[src/rtl/core/ultrasonic_obstacle_escape_fsm_core_macros.svh]
// Assertion helpers used by the control module.
// Both macros expand to nothing when SYNTHESIS is defined.
`ifndef ULTRASONIC_OBSTACLE_ESCAPE_FSM_CORE_MACROS_SVH
`define ULTRASONIC_OBSTACLE_ESCAPE_FSM_CORE_MACROS_SVH
`ifndef SYNTHESIS
// Same-cycle implication
`define UOE_ASSERT_HOLDS(lbl, clk, rstn, ante, cons) \
  lbl: assert property (@(posedge clk) disable iff (!rstn) (ante) |-> (cons)) \
    else $error("%m: same-cycle check failed");
// Next-cycle implication
`define UOE_ASSERT_NEXT(lbl, clk, rstn, ante, cons) \
  lbl: assert property (@(posedge clk) disable iff (!rstn) (ante) |=> (cons)) \
    else $error("%m: next-cycle check failed");
`else
`define UOE_ASSERT_HOLDS(lbl, clk, rstn, ante, cons)
`define UOE_ASSERT_NEXT(lbl, clk, rstn, ante, cons)
`endif
`endif

[src/rtl/core/uoe_pkg.sv]
package uoe_pkg;

  // Default move time in milliseconds ticks
  localparam int unsigned MOVE_MS_DEF = 250;

  // Echo time to 1/16 cm: (echo * DIST_MUL) >> 16
  localparam int unsigned DIST_W   = 15;
  localparam int unsigned ECHO_W   = 16;
  localparam int unsigned PROD_W   = ECHO_W + DIST_W;
  localparam logic [DIST_W-1:0] DIST_MUL = 15'd17826;

  // Opcodes
  localparam logic [1:0] OP_TICK   = 2'd0;
  localparam logic [1:0] OP_SAMPLE = 2'd1;
  localparam logic [1:0] OP_CMD    = 2'd2;

  // Drive commands
  localparam logic [15:0] CMD_FWD   = 16'd1;
  localparam logic [15:0] CMD_RIGHT = 16'd2;
  localparam logic [15:0] CMD_LEFT  = 16'd3;

  // Bridge direction codes
  localparam logic [1:0] DIR_FWD     = 2'd2;
  localparam logic [1:0] DIR_REV     = 2'd1;
  localparam logic [1:0] STEER_RIGHT = 2'd2;
  localparam logic [1:0] STEER_LEFT  = 2'd1;

  // Buzzer codes
  localparam logic [1:0] TONE_OFF  = 2'd0;
  localparam logic [1:0] TONE_LOW  = 2'd1;
  localparam logic [1:0] TONE_HIGH = 2'd2;

  // Full duty used for the drive motor while turning
  localparam logic [7:0] DUTY_FULL = 8'd255;

  // Configuration port
  localparam int unsigned CFG_IDX_W  = 3;
  localparam int unsigned CFG_DATA_W = 16;
  localparam logic [CFG_IDX_W-1:0] CFG_DRIVE_PWM = 3'd0;
  localparam logic [CFG_IDX_W-1:0] CFG_STEER_PWM = 3'd1;
  localparam logic [CFG_IDX_W-1:0] CFG_NEAR_CM   = 3'd2;
  localparam logic [CFG_IDX_W-1:0] CFG_BLIND_CM  = 3'd3;
  localparam logic [CFG_IDX_W-1:0] CFG_JUMP_CM   = 3'd4;
  localparam logic [CFG_IDX_W-1:0] CFG_RANGE_CM  = 3'd5;
  localparam logic [CFG_IDX_W-1:0] CFG_BEEP_MS   = 3'd6;
  localparam logic [CFG_IDX_W-1:0] CFG_PAUSE_MS  = 3'd7;

  typedef logic [DIST_W-1:0] dist_t;

  typedef struct packed {
    logic [1:0]  opcode;
    logic [15:0] front_echo_us;
    logic [15:0] left_echo_us;
    logic [15:0] right_echo_us;
    logic [15:0] drive_command;
  } in_item_t;

  typedef struct packed {
    logic [7:0] drive_enable;
    logic [1:0] drive_dir;
    logic [7:0] steer_enable;
    logic [1:0] steer_dir;
    logic [1:0] buzzer_tone;
    logic       measure_request;
    logic       busy_res;
  } out_item_t;

  typedef struct packed {
    logic [7:0]  drive_pwm;
    logic [7:0]  steer_pwm;
    logic [9:0]  near_cm;
    logic [9:0]  blind_cm;
    logic [9:0]  jump_cm;
    logic [9:0]  range_cm;
    logic [15:0] beep_ms;
    logic [15:0] pause_ms;
  } cfg_t;

  // Item after distance conversion
  typedef struct packed {
    logic [1:0]  opcode;
    logic [15:0] drive_command;
    dist_t       front_d;
    dist_t       left_d;
    dist_t       right_d;
  } conv_t;

  typedef struct packed {
    logic [7:0] drive_enable;
    logic [1:0] drive_dir;
    logic [7:0] steer_enable;
    logic [1:0] steer_dir;
  } motor_t;

endpackage

[src/rtl/core/uoe_in_if.sv]
interface uoe_in_if;
  import uoe_pkg::*;

  logic     valid;
  logic     ready;
  in_item_t data;

  modport source (output valid, output data, input ready);
  modport sink (input valid, input data, output ready);
endinterface

[src/rtl/core/uoe_out_if.sv]
interface uoe_out_if;
  import uoe_pkg::*;

  logic      valid;
  logic      ready;
  out_item_t data;

  modport source (output valid, output data, input ready);
  modport sink (input valid, input data, output ready);
endinterface

[src/rtl/core/ultrasonic_obstacle_escape_fsm_core.sv]
// Pipeline: a transaction is registered in the conversion stage, then in the
// control stage's result register; output back-pressure stalls both stages.
// Throughput: one transaction per cycle without output stalls; set by the control
// stage state update, which filters distances and steps the sequencer together.
// Reset (rst_ni low, asynchronous): registers return to their defaults, sequencer
// idle, distances zero, motors stopped, both pipeline stages empty.
module ultrasonic_obstacle_escape_fsm_core #(
  parameter int unsigned MOVE_MS = uoe_pkg::MOVE_MS_DEF
) (
  input  logic                           clk_i,
  input  logic                           rst_ni,
  input  logic                           cfg_we_i,
  input  logic [uoe_pkg::CFG_IDX_W-1:0]  cfg_idx_i,
  input  logic [uoe_pkg::CFG_DATA_W-1:0] cfg_data_i,
  uoe_in_if.sink                         item_i,
  uoe_out_if.source                      res_o
);
  import uoe_pkg::*;

  cfg_t  cfg;
  conv_t conv_data;
  logic  conv_valid;
  logic  conv_ready;

  uoe_cfg u_cfg (
    .clk_i     (clk_i),
    .rst_ni    (rst_ni),
    .cfg_we_i  (cfg_we_i),
    .cfg_idx_i (cfg_idx_i),
    .cfg_data_i(cfg_data_i),
    .cfg_o     (cfg)
  );

  uoe_conv u_conv (
    .clk_i  (clk_i),
    .rst_ni (rst_ni),
    .valid_i(item_i.valid),
    .ready_o(item_i.ready),
    .item_i (item_i.data),
    .valid_o(conv_valid),
    .ready_i(conv_ready),
    .data_o (conv_data)
  );

  uoe_ctrl #(
    .MOVE_MS(MOVE_MS)
  ) u_ctrl (
    .clk_i  (clk_i),
    .rst_ni (rst_ni),
    .cfg_i  (cfg),
    .valid_i(conv_valid),
    .ready_o(conv_ready),
    .data_i (conv_data),
    .valid_o(res_o.valid),
    .ready_i(res_o.ready),
    .data_o (res_o.data)
  );
endmodule

[src/rtl/core/uoe_cfg.sv]
module uoe_cfg (
  input  logic                             clk_i,
  input  logic                             rst_ni,
  input  logic                             cfg_we_i,
  input  logic [uoe_pkg::CFG_IDX_W-1:0]    cfg_idx_i,
  input  logic [uoe_pkg::CFG_DATA_W-1:0]   cfg_data_i,
  output uoe_pkg::cfg_t                    cfg_o
);
  import uoe_pkg::*;

  cfg_t cfg_q;

  // Write one register per enabled cycle
  always_ff @(posedge clk_i or negedge rst_ni) begin
    if (!rst_ni) begin
      cfg_q.drive_pwm <= 8'd255;
      cfg_q.steer_pwm <= 8'd255;
      cfg_q.near_cm   <= 10'd30;
      cfg_q.blind_cm  <= 10'd5;
      cfg_q.jump_cm   <= 10'd100;
      cfg_q.range_cm  <= 10'd600;
      cfg_q.beep_ms   <= 16'd1000;
      cfg_q.pause_ms  <= 16'd500;
    end else if (cfg_we_i) begin
      case (cfg_idx_i)
        CFG_DRIVE_PWM: cfg_q.drive_pwm <= cfg_data_i[7:0];
        CFG_STEER_PWM: cfg_q.steer_pwm <= cfg_data_i[7:0];
        CFG_NEAR_CM:   cfg_q.near_cm   <= cfg_data_i[9:0];
        CFG_BLIND_CM:  cfg_q.blind_cm  <= cfg_data_i[9:0];
        CFG_JUMP_CM:   cfg_q.jump_cm   <= cfg_data_i[9:0];
        CFG_RANGE_CM:  cfg_q.range_cm  <= cfg_data_i[9:0];
        CFG_BEEP_MS:   cfg_q.beep_ms   <= cfg_data_i;
        CFG_PAUSE_MS:  cfg_q.pause_ms  <= cfg_data_i;
        default: begin
        end
      endcase
    end
  end

  assign cfg_o = cfg_q;
endmodule

[src/rtl/core/uoe_conv.sv]
module uoe_conv (
  input  logic              clk_i,
  input  logic              rst_ni,
  input  logic              valid_i,
  output logic              ready_o,
  input  uoe_pkg::in_item_t item_i,
  output logic              valid_o,
  input  logic              ready_i,
  output uoe_pkg::conv_t    data_o
);
  import uoe_pkg::*;

  logic  valid_q, valid_d;
  conv_t data_q, data_d;
  logic  accept;

  // Echo time to distance in 1/16 cm
  function automatic dist_t echo_to_dist(input logic [ECHO_W-1:0] echo);
    logic [PROD_W-1:0] prod;
    prod = PROD_W'(echo) * PROD_W'(DIST_MUL);
    return prod[PROD_W-1:ECHO_W];
  endfunction

  assign ready_o = !valid_q || ready_i;
  assign accept  = valid_i && ready_o;

  // Convert all three sensors on the way into the stage register
  always_comb begin
    data_d.opcode        = item_i.opcode;
    data_d.drive_command = item_i.drive_command;
    data_d.front_d       = echo_to_dist(item_i.front_echo_us);
    data_d.left_d        = echo_to_dist(item_i.left_echo_us);
    data_d.right_d       = echo_to_dist(item_i.right_echo_us);
    if (accept) begin
      valid_d = 1'b1;
    end else if (ready_i) begin
      valid_d = 1'b0;
    end else begin
      valid_d = valid_q;
    end
  end

  always_ff @(posedge clk_i or negedge rst_ni) begin
    if (!rst_ni) begin
      valid_q <= 1'b0;
    end else begin
      valid_q <= valid_d;
    end
  end

  // Payload register, loaded on accept only
  always_ff @(posedge clk_i) begin
    if (accept) begin
      data_q <= data_d;
    end
  end

  assign valid_o = valid_q;
  assign data_o  = data_q;
endmodule

[src/rtl/core/uoe_filter.sv]
module uoe_filter (
  input  uoe_pkg::dist_t d_i,
  input  uoe_pkg::dist_t last_i,
  input  logic [9:0]     jump_cm_i,
  input  logic [9:0]     range_cm_i,
  output uoe_pkg::dist_t dist_o
);
  import uoe_pkg::*;

  dist_t diff;
  dist_t jump_lim;
  dist_t range_lim;
  logic  reject;

  // Drop a reading that jumps too far or reaches the range limit
  always_comb begin
    diff      = (d_i > last_i) ? (d_i - last_i) : (last_i - d_i);
    jump_lim  = {1'b0, jump_cm_i, 4'b0000};
    range_lim = {1'b0, range_cm_i, 4'b0000};
    reject    = (diff >= jump_lim) || (d_i >= range_lim);
    dist_o    = reject ? last_i : d_i;
  end
endmodule

[src/rtl/core/uoe_ctrl.sv]
`include "ultrasonic_obstacle_escape_fsm_core_macros.svh"

module uoe_ctrl #(
  parameter int unsigned MOVE_MS = uoe_pkg::MOVE_MS_DEF
) (
  input  logic               clk_i,
  input  logic               rst_ni,
  input  uoe_pkg::cfg_t      cfg_i,
  input  logic               valid_i,
  output logic               ready_o,
  input  uoe_pkg::conv_t     data_i,
  output logic               valid_o,
  input  logic               ready_i,
  output uoe_pkg::out_item_t data_o
);
  import uoe_pkg::*;

  typedef enum logic [2:0] {
    PH_IDLE,
    PH_BEEP,
    PH_MOVE,
    PH_AWAIT,
    PH_PAUSE
  } phase_e;

  phase_e      phase_q, phase_d;
  logic        side_q, side_d;
  logic [15:0] timer_q, timer_d;
  dist_t       front_q, front_d;
  dist_t       left_q, left_d;
  dist_t       right_q, right_d;
  motor_t      motor_q, motor_d;
  logic        out_valid_q, out_valid_d;
  out_item_t   out_q, out_d;

  dist_t front_f, left_f, right_f;
  dist_t fd, ld, rd;
  dist_t near_lim;
  logic  take;
  logic  is_sample;
  logic  tick;
  logic  clear;
  logic  band_now;

  function automatic logic in_band(input dist_t d, input cfg_t c);
    return (d > {1'b0, c.blind_cm, 4'b0000}) && (d < {1'b0, c.near_cm, 4'b0000});
  endfunction

  uoe_filter u_filt_front (
    .d_i       (data_i.front_d),
    .last_i    (front_q),
    .jump_cm_i (cfg_i.jump_cm),
    .range_cm_i(cfg_i.range_cm),
    .dist_o    (front_f)
  );

  uoe_filter u_filt_left (
    .d_i       (data_i.left_d),
    .last_i    (left_q),
    .jump_cm_i (cfg_i.jump_cm),
    .range_cm_i(cfg_i.range_cm),
    .dist_o    (left_f)
  );

  uoe_filter u_filt_right (
    .d_i       (data_i.right_d),
    .last_i    (right_q),
    .jump_cm_i (cfg_i.jump_cm),
    .range_cm_i(cfg_i.range_cm),
    .dist_o    (right_f)
  );

  assign ready_o  = !out_valid_q || ready_i;
  assign take     = valid_i && ready_o;
  assign near_lim = {1'b0, cfg_i.near_cm, 4'b0000};

  // Advance the escape sequence by one transaction
  always_comb begin
    phase_d = phase_q;
    side_d  = side_q;
    timer_d = timer_q;
    motor_d = motor_q;

    is_sample = (data_i.opcode == OP_SAMPLE) &&
                ((phase_q == PH_IDLE) || (phase_q == PH_AWAIT));
    tick      = (data_i.opcode == OP_TICK);
    fd = is_sample ? front_f : front_q;
    ld = is_sample ? left_f  : left_q;
    rd = is_sample ? right_f : right_q;
    front_d = take ? fd : front_q;
    left_d  = take ? ld : left_q;
    right_d = take ? rd : right_q;

    clear    = side_q ? ((ld >= near_lim) || (rd >= near_lim)) : (fd >= near_lim);
    band_now = side_q ? (in_band(ld, cfg_i) || in_band(rd, cfg_i)) : in_band(fd, cfg_i);

    if (take) begin
      case (phase_q)
        PH_IDLE: begin
          if (is_sample) begin
            if (in_band(ld, cfg_i) || in_band(rd, cfg_i)) begin
              side_d               = 1'b1;
              motor_d.drive_enable = 8'd0;
              motor_d.steer_enable = 8'd0;
              phase_d              = PH_BEEP;
              timer_d              = cfg_i.beep_ms;
            end else if (in_band(fd, cfg_i)) begin
              side_d               = 1'b0;
              motor_d.drive_enable = 8'd0;
              motor_d.steer_enable = 8'd0;
              phase_d              = PH_BEEP;
              timer_d              = cfg_i.beep_ms;
            end
          end else if (data_i.opcode == OP_CMD) begin
            case (data_i.drive_command)
              CMD_FWD: begin
                motor_d.drive_enable = cfg_i.drive_pwm;
                motor_d.drive_dir    = DIR_FWD;
              end
              CMD_RIGHT: begin
                motor_d = '{DUTY_FULL, DIR_FWD, cfg_i.steer_pwm, STEER_RIGHT};
              end
              CMD_LEFT: begin
                motor_d = '{DUTY_FULL, DIR_FWD, cfg_i.steer_pwm, STEER_LEFT};
              end
              default: begin
                motor_d.drive_enable = 8'd0;
                motor_d.steer_enable = 8'd0;
              end
            endcase
          end
        end
        PH_AWAIT: begin
          if (is_sample) begin
            if (clear) begin
              phase_d = PH_IDLE;
            end else begin
              motor_d.drive_enable = 8'd0;
              motor_d.steer_enable = 8'd0;
              phase_d              = PH_PAUSE;
              timer_d              = cfg_i.pause_ms;
            end
          end
        end
        PH_BEEP: begin
          if (tick) begin
            if (timer_q > 16'd1) begin
              timer_d = timer_q - 16'd1;
            end else begin
              motor_d.drive_enable = cfg_i.drive_pwm;
              motor_d.drive_dir    = side_q ? DIR_REV : DIR_FWD;
              phase_d              = PH_MOVE;
              timer_d              = 16'(MOVE_MS);
            end
          end
        end
        PH_MOVE: begin
          if (tick) begin
            if (timer_q > 16'd1) begin
              timer_d = timer_q - 16'd1;
            end else begin
              phase_d = PH_AWAIT;
              timer_d = 16'd0;
            end
          end
        end
        PH_PAUSE: begin
          if (tick) begin
            if (timer_q > 16'd1) begin
              timer_d = timer_q - 16'd1;
            end else if (band_now) begin
              motor_d.drive_enable = 8'd0;
              motor_d.steer_enable = 8'd0;
              phase_d              = PH_BEEP;
              timer_d              = cfg_i.beep_ms;
            end else begin
              phase_d = PH_IDLE;
              timer_d = 16'd0;
            end
          end
        end
        default: begin
          phase_d = phase_q;
        end
      endcase
    end

    // Result reflects the state after the transaction
    out_d.drive_enable    = motor_d.drive_enable;
    out_d.drive_dir       = motor_d.drive_dir;
    out_d.steer_enable    = motor_d.steer_enable;
    out_d.steer_dir       = motor_d.steer_dir;
    out_d.buzzer_tone     = (phase_d == PH_BEEP) ? (side_d ? TONE_HIGH : TONE_LOW) : TONE_OFF;
    out_d.measure_request = (phase_d == PH_AWAIT);
    out_d.busy_res        = (phase_d != PH_IDLE);

    if (take) begin
      out_valid_d = 1'b1;
    end else if (ready_i) begin
      out_valid_d = 1'b0;
    end else begin
      out_valid_d = out_valid_q;
    end
  end

  // Hold state and the result register
  always_ff @(posedge clk_i or negedge rst_ni) begin
    if (!rst_ni) begin
      phase_q     <= PH_IDLE;
      side_q      <= 1'b0;
      timer_q     <= 16'd0;
      front_q     <= '0;
      left_q      <= '0;
      right_q     <= '0;
      motor_q     <= '0;
      out_valid_q <= 1'b0;
      out_q       <= '0;
    end else begin
      phase_q     <= phase_d;
      side_q      <= side_d;
      timer_q     <= timer_d;
      front_q     <= front_d;
      left_q      <= left_d;
      right_q     <= right_d;
      motor_q     <= motor_d;
      out_valid_q <= out_valid_d;
      if (take) begin
        out_q <= out_d;
      end
    end
  end

  assign valid_o = out_valid_q;
  assign data_o  = out_q;

  `UOE_ASSERT_NEXT(a_result_follows, clk_i, rst_ni, take, out_valid_q)
  `UOE_ASSERT_NEXT(a_cmd_ignored_busy, clk_i, rst_ni, take && (data_i.opcode == OP_CMD) && (phase_q != PH_IDLE), $stable(motor_q))
  `UOE_ASSERT_NEXT(a_tick_ignored_idle, clk_i, rst_ni, take && (data_i.opcode == OP_TICK) && (phase_q == PH_IDLE), (phase_q == PH_IDLE) && $stable(motor_q))
  `UOE_ASSERT_HOLDS(a_stopped_beep_pause, clk_i, rst_ni, (phase_q == PH_BEEP) || (phase_q == PH_PAUSE), (motor_q.drive_enable == 8'd0) && (motor_q.steer_enable == 8'd0))
endmodule
[src/flat_wrapper.sv]
// flat-port wrapper written by rule: the top's interface ports become plain ports
module ultrasonic_obstacle_escape_fsm_core_flat import uoe_pkg::*;
#(
  parameter int unsigned MOVE_MS = uoe_pkg::MOVE_MS_DEF
)
  (clk_i, rst_ni, cfg_we_i, cfg_idx_i, cfg_data_i, item_i_valid, item_i_data, item_i_ready, res_o_valid, res_o_data, res_o_ready);
  uoe_in_if item_i_i ();
  uoe_out_if res_o_i ();
  input  logic clk_i;
  input  logic rst_ni;
  input  logic cfg_we_i;
  input  logic [uoe_pkg::CFG_IDX_W-1:0] cfg_idx_i;
  input  logic [uoe_pkg::CFG_DATA_W-1:0] cfg_data_i;
  input wire logic [$bits(item_i_i.valid)-1:0] item_i_valid;
  input wire logic [$bits(item_i_i.data)-1:0] item_i_data;
  output wire logic [$bits(item_i_i.ready)-1:0] item_i_ready;
  output wire logic [$bits(res_o_i.valid)-1:0] res_o_valid;
  output wire logic [$bits(res_o_i.data)-1:0] res_o_data;
  input wire logic [$bits(res_o_i.ready)-1:0] res_o_ready;
  assign item_i_i.valid = item_i_valid;
  assign item_i_i.data = item_i_data;
  assign item_i_ready = item_i_i.ready;
  assign res_o_valid = res_o_i.valid;
  assign res_o_data = res_o_i.data;
  assign res_o_i.ready = res_o_ready;
  ultrasonic_obstacle_escape_fsm_core #(.MOVE_MS(MOVE_MS)) u_core (.clk_i(clk_i), .rst_ni(rst_ni), .cfg_we_i(cfg_we_i), .cfg_idx_i(cfg_idx_i), .cfg_data_i(cfg_data_i), .item_i(item_i_i), .res_o(res_o_i));
endmodule
[config.mk]
export PLATFORM = sky130hd
export DESIGN_NAME = ultrasonic_obstacle_escape_fsm_core_flat
export DESIGN_NICKNAME = d
export VERILOG_FILES = /design/src/rtl/core/uoe_pkg.sv /design/src/rtl/core/uoe_in_if.sv /design/src/rtl/core/uoe_out_if.sv /design/src/rtl/core/ultrasonic_obstacle_escape_fsm_core.sv /design/src/rtl/core/uoe_cfg.sv /design/src/rtl/core/uoe_conv.sv /design/src/rtl/core/uoe_filter.sv /design/src/rtl/core/uoe_ctrl.sv /design/src/flat_wrapper.sv
export VERILOG_INCLUDE_DIRS = /design/src /design/src/rtl/core
export SDC_FILE = /design/constraint.sdc
export NUM_CORES = 1
export LEC_CHECK = 0
export BUFFER_PORTS_ARGS = -buffer_cell sky130_fd_sc_hd__buf_4
export CAP_MARGIN = 5
export CELL_PAD_IN_SITES_DETAIL_PLACEMENT = 1
export CELL_PAD_IN_SITES_GLOBAL_PLACEMENT = 2
export CORE_ASPECT_RATIO = 1.1
export CORE_MARGIN = 3
export CORE_UTILIZATION = 41
export DETAILED_ROUTE_END_ITERATION = 8
export PLACE_DENSITY = 0.85
export REMOVE_ABC_BUFFERS = 1
export SYNTH_ARGS = -nofsm -noshare
export SYNTH_HDL_FRONTEND = slang
export SYNTH_SLANG_ARGS = --single-unit
[constraint.sdc]
create_clock -name clk_i -period 19.2 [get_ports clk_i]
set_input_delay 5.76 -clock clk_i [delete_from_list [all_inputs] [get_ports clk_i]]
set_output_delay 5.76 -clock clk_i [all_outputs]
set_load 0.01 [all_outputs]
-- After elaboration in Yosys (flattened, before gate mapping)
Cells that the tools add are included.
- register bits after elaboration: 262
- output and inout port bits: 26
- add/subtract/negate cells: 7
- multiply operators: 3
- $lt $le $gt $ge: 19
- eq/ne operators: 25
- mux-type cells: 80
- reductions and logical operators: 34
- operators by type and width (operator ; count):
    $mux 16 ; 12
    $ge 15x14->1 ; 9
    $mux 15 ; 9
    $mux 8 ; 16
    $mul 16x14->30 const B ; 3
    $sub 15x15->15 ; 6
    $pmux 16 s5 ; 1
    $gt 15x14->1 ; 3
    $gt 15x15->1 ; 3
    $lt 15x14->1 ; 3
    $mux 20 ; 2
    $mux 3 ; 12
    $eq 16x2->1 const B ; 2
    $pmux 8 s2 ; 2
    $pmux 8 s4 ; 1
    $pmux 8 s3 ; 1
    $mux 10 ; 2
    $eq 16x1->1 const B ; 1
    $gt 16x1->1 const B ; 1
    $reduce_and 2->1 ; 8
    $sub 16x1->16 const B ; 1
    $eq 3x2->1 const B ; 5
    $eq 3x3->1 const B ; 5
    $pmux 3 s5 ; 1
    other kinds (19) ; 59

-- Logic depth before layout (Yosys ltp)
- depth after elaboration: 17
- depth in mapped cells: 41
- mapped depth without buffers: 38

-- Hierarchy
Synthesis repeated with hierarchy kept, for this count alone.
- cells, all modules: 3080
- area total of the unflattened synthesis: 29293.1 µm²
- modules (own cells, without submodules) (module ; times used ; cells each ; area each (µm²)):
    uoe_conv ; 1 ; 932 ; 11024.3
    uoe_ctrl ; 1 ; 969 ; 7848.8
    uoe_filter ; 3 ; 328 ; 2331.0
    uoe_cfg ; 1 ; 195 ; 3427.0

-- Least setup slack after synthesis
No wires, ideal clock.
- path kind: input -> output
- from: in res_o_ready
- to: out item_i_ready
- arrival time: 5.969 ns
- data required time: 13.440 ns
- path slack: 7.471 ns
- cell stages on the path: 1
- buffers on the path: 0
- cell sequence: nand3b_1
- word-level cells in the longest chain between the ends: 2
- ends and longest elaborated chain (item ; line ; RTL):
    start: declaration ; flat_wrapper.sv:19 ; input wire logic [$bits(res_o_i.ready)-1:0] res_o_ready;
    $logic_or 1x1->1 ; uoe_ctrl.sv:73 ; assign ready_o = !out_valid_q || ready_i;
    $logic_or 1x1->1 ; uoe_conv.sv:24 ; assign ready_o = !valid_q || ready_i;
    end: declaration ; flat_wrapper.sv:16 ; output wire logic [$bits(item_i_i.ready)-1:0] item_i_ready;
No other way between the ends.

-- Worst setup path in the final report
Ends and elaborated chain as after synthesis.

==> flow_summary_export.csv <==
group,metric,value,unit
outcome,status,"completed",
yosys,synth_ff_type,"dfrtp_1",
critical_path,worst_r2r_path_depth,34,
timing,fin_skew,0.0282,ns
timing,relSlewSlack,17.6,%
placed_design,place_worst_setup_slack,7.21,ns
floorplanning,pin_count,116,
critical_path,critPathSlowestCell,"nand3b_1",
global_routing,antenna_found_initial,1,
finish,drive_gt1_share,11.8,%
critical_path,cp_num_buf_inv,2,
hold_path,hold_class,"flip-flop to flip-flop",
placed_design,portBuffers,115,
critical_path,rr_startpoint,"u_core.u_conv.data_o[26]$_DFFE_PP_",
critical_path,r2r_slack,8.39,ns
critical_path,crit_chain,"buf_4 > nand3b_1 > buf_4",
yosys,synthArstFlopShare,76.0,%
floorplanning,core_area,65600,µm²
critical_path,crit_top_cell,"buf_4",
hold_path,whs_path_depth,2,
route,num_vias,21700,
route,drtPass1Iterations,5,
yosys,ys_types,82,
critical_path,crit_family,"buffers and inverters",
finish,fillers,7405,
power_and_ir_drop,ir_worst_vdd,0.0000709,V
hold_path,worstHoldEndpoint,"u_core.u_ctrl.data_o[23]$_DFFE_PN0P_",
critical_path,cp.required,13.44,ns
clock_tree,clkTransAtPathRegs,0.06,ns
route,drt-total-wl,79.9,mm
timing,slew_violations,0,
clock_tree,ctsHtreeMaxLevel,1,
route,drc,0,
power_and_ir_drop,power_density,164,nW/µm²
yosys,synth_edf_count,63,
clock_tree,cts_setup_buffers,0,
route,detail-route-antenna-nets,0,
hold_path,min_from,"u_core.u_ctrl.data_o[23]$_DFFE_PN0P_",
placed_design,gp_congestion,0.891,
timing,post-route-period-util,62.6,%
yosys,ys_warn_count,0,
placed_design,dp_hpwl,63.4,mm
timing,max_freq,0.0832,GHz
yosys,synthCells,2857,
route,drtIter0Drc,859,
clock_tree,clockRootBuffer,"clkbuf_16",
finish,syn2layout_area_growth,10.3,%
finish,multi_input_area,19000,µm²
yosys,ys_ff_latch,262,
floorplanning,dieArea,70100,µm²
critical_path,worst-path-max-fanout,3,
floorplanning,die_y,277,µm
timing,fin_tns_setup,0,ns
global_routing,grt_pass1_wl,129,mm
global_routing,grt_max_degree,94,
timing,hold_viol,0,
route,vias_per_cell,5.69,
route,wl_per_cell,20.9,µm
timing,worst_pin_slew,1.23,ns
floorplanning,die_w,253,µm
yosys,syn_area,27500,µm²
clock_tree,ctsHoldBuffers,0,
critical_path,start_kind,"input pin",
global_routing,grt_usage,22.8,%
floorplanning,start_util,41.8,%
critical_path,worstSetupPathType,"input pin to output port",
floorplanning,rows,98,
critical_path,r2r-end,"u_core.u_ctrl.timer_q[0]$_DFFE_PN0P_",
yosys,synth-seq-area-share,25.2,%
timing,rsz0062_at_grt,"false",
yosys,syn_area_per_cell,9.61,µm²
finish,num-nets-final,3725,
timing,setup_viol_count_final,0,
finish,insertedDiodeCount,0,
global_routing,grt_pass1_vias,24000,
job,maxCapViolations,0,
clock_tree,cts_buffers,31,
timing,min_period,12.02,ns
critical_path,cpPeakStageDelay,0.20,ns
clock_tree,cts_resized,0,
clock_tree,clock_sinks,262,
critical_path,crit_path_end_kind,"output port",
clock_tree,cts_buffer_depth,3,
global_routing,gr-total-overflow,0,
finish,register_area,6920,µm²
clock_tree,insertion_delay,0.61,ns
timing,fin_ws,7.18,ns
clock_tree,tritoncts,"done",
power_and_ir_drop,p_leak,14.8,nW
critical_path,arrival,6.26,ns
==> cell families after synthesis <==
kind of cell / after synthesis / synth area share, %
AO/OA/AOI/OAI: 645 / 15.3
multiplexers: 121 / 4.96
flip-flops: 262 / 25.2
buffers and inverters: 406 / 5.62
adder cells (fa/ha/maj): 692 / 35.2
AND/OR/NAND/NOR: 654 / 11.3
XOR/XNOR: 77 / 2.46
==> layout by cell type, fill, tap and decap left out, types with 33 or more instances in the layout <==
cell	instances
nor3_1	44
dfstp_2	41
edfxtp_1	63
ha_1	560
buf_4	135
dfrtp_1	158
fa_1	132
xnor2_1	59
a21o_1	62
nor2b_1	37
inv_1	323
nor2_1	133
clkbuf_16	33
a21oi_1	142
nand2_1	239
mux2_2	90
o21ai_0	191
nand3_1	54
==> power breakdown <==
| part | internal (mW) | switching [mW] | total [mW] | leakage (nW) |
|---|---|---|---|---|
| clock network | 0.340 | 0.258 | 0.597 | 0.520 |
| registers | 0.809 | 0.149 | 0.958 | 3.05 |
| logic | 1.43 | 2.00 | 3.42 | 11.2 |
==> final cells by class <==
class | count | share of cell area (%)
clock buffer | 39 | 2.90
multi-input combinational | 2189 | 62.8
tap | 850 | 3.51
sequential | 262 | 22.9
timing repair buffer | 136 | 3.40
clock inverter | 19 | 0.513
inverter | 323 | 4.00
==> metrics by stage <==
step	hold slack [ns]	util (%)	power, mW	cell area, µm²	cells
final	0.485	46.1	4.98	30300	3818
after global routing	0.521	46.1	5.49	30300	3818
after CTS	0.497	46.1	5.01	30300	3818
after detailed placement	0.482	44.6	4.38	29200	3760
after global placement	0.474	44.6	4.18	29200	3760
after floorplan	0.457	-	3.39	27100	2774
==> worst max path at each step <==
| stage | startpoint | to | slack [ns] | cells after the start |
|---|---|---|---|---|
| floorplan | res_o_ready | item_i_ready | 7.47 | 1 |
| global placement | res_o_ready | item_i_ready | 7.23 | 3 |
| detailed placement | res_o_ready | item_i_ready | 7.21 | 3 |
| CTS | res_o_ready | item_i_ready | 7.17 | 3 |
| global route | res_o_ready | item_i_ready | 7.15 | 3 |
| finish | res_o_ready | item_i_ready | 7.18 | 3 |
==> cells in the mapped netlist, drive strengths merged (18+ instances only) <==
master / instances / area share [%]
nor2b: 37 / 0.84
mux2i: 28 / 1.0
a31oi: 23 / 0.57
clkbuf: 66 / 0.90
mux2: 90 / 3.7
xnor2: 59 / 1.9
o211ai: 22 / 0.65
and3: 18 / 0.41
fa: 132 / 9.6
o21a: 27 / 0.74
nor3: 45 / 0.82
dfstp: 41 / 3.9
o21ai: 192 / 3.5
xor2: 18 / 0.57
a21o: 62 / 1.7
nand3: 54 / 0.98
nand2b: 25 / 0.57
dfrtp: 158 / 14
inv: 323 / 4.4
nor2: 133 / 1.8
ha: 560 / 26
nand2: 240 / 3.3
edfxtp: 63 / 6.9
nand4: 30 / 0.68
a21oi: 143 / 2.6
==> registers in the layout, indices dropped and copies added, names as in the netlist <==
signal	count
u_core.u_ctrl.data_o	24
u_core.u_conv.data_o	63
u_core.u_ctrl.timer_q	16
u_core.u_ctrl.right_q	15
u_core.u_cfg.cfg_o	88
u_core.u_ctrl.left_q	15
u_core.u_ctrl.valid_o	1
u_core.u_ctrl.motor_q	20
u_core.u_ctrl.phase_q	3
u_core.u_ctrl.front_q	15
u_core.u_ctrl.side_q	1
u_core.u_conv.valid_o	1
==> worst reg2reg max path, delay by kind of cell, from the launching register on <==
family	cells	cell delay, ns
and+or+nand+nor	10	2.97
xor gates and xnor gates	1	0.20
DFF	1	0.51
AOI/OAI and AO/OA	19	5.68
buffers and inverters	1	0.22
adders and majority gates	3	1.09
==> layer usage <==
| layer | global-route usage [%] | vias up | wire length, µm |
|---|---|---|---|
| met4 | 8.45 | 2 | 3280 |
| met1 | 27.2 | 10900 | 32900 |
| met2 | 42.2 | 337 | 41200 |
| li1 | - | 10300 | - |
| met3 | 2.36 | 159 | 2490 |
| met5 | 0 | - | 13 |
No activity file was read; power rests on OpenSTA's default activity.
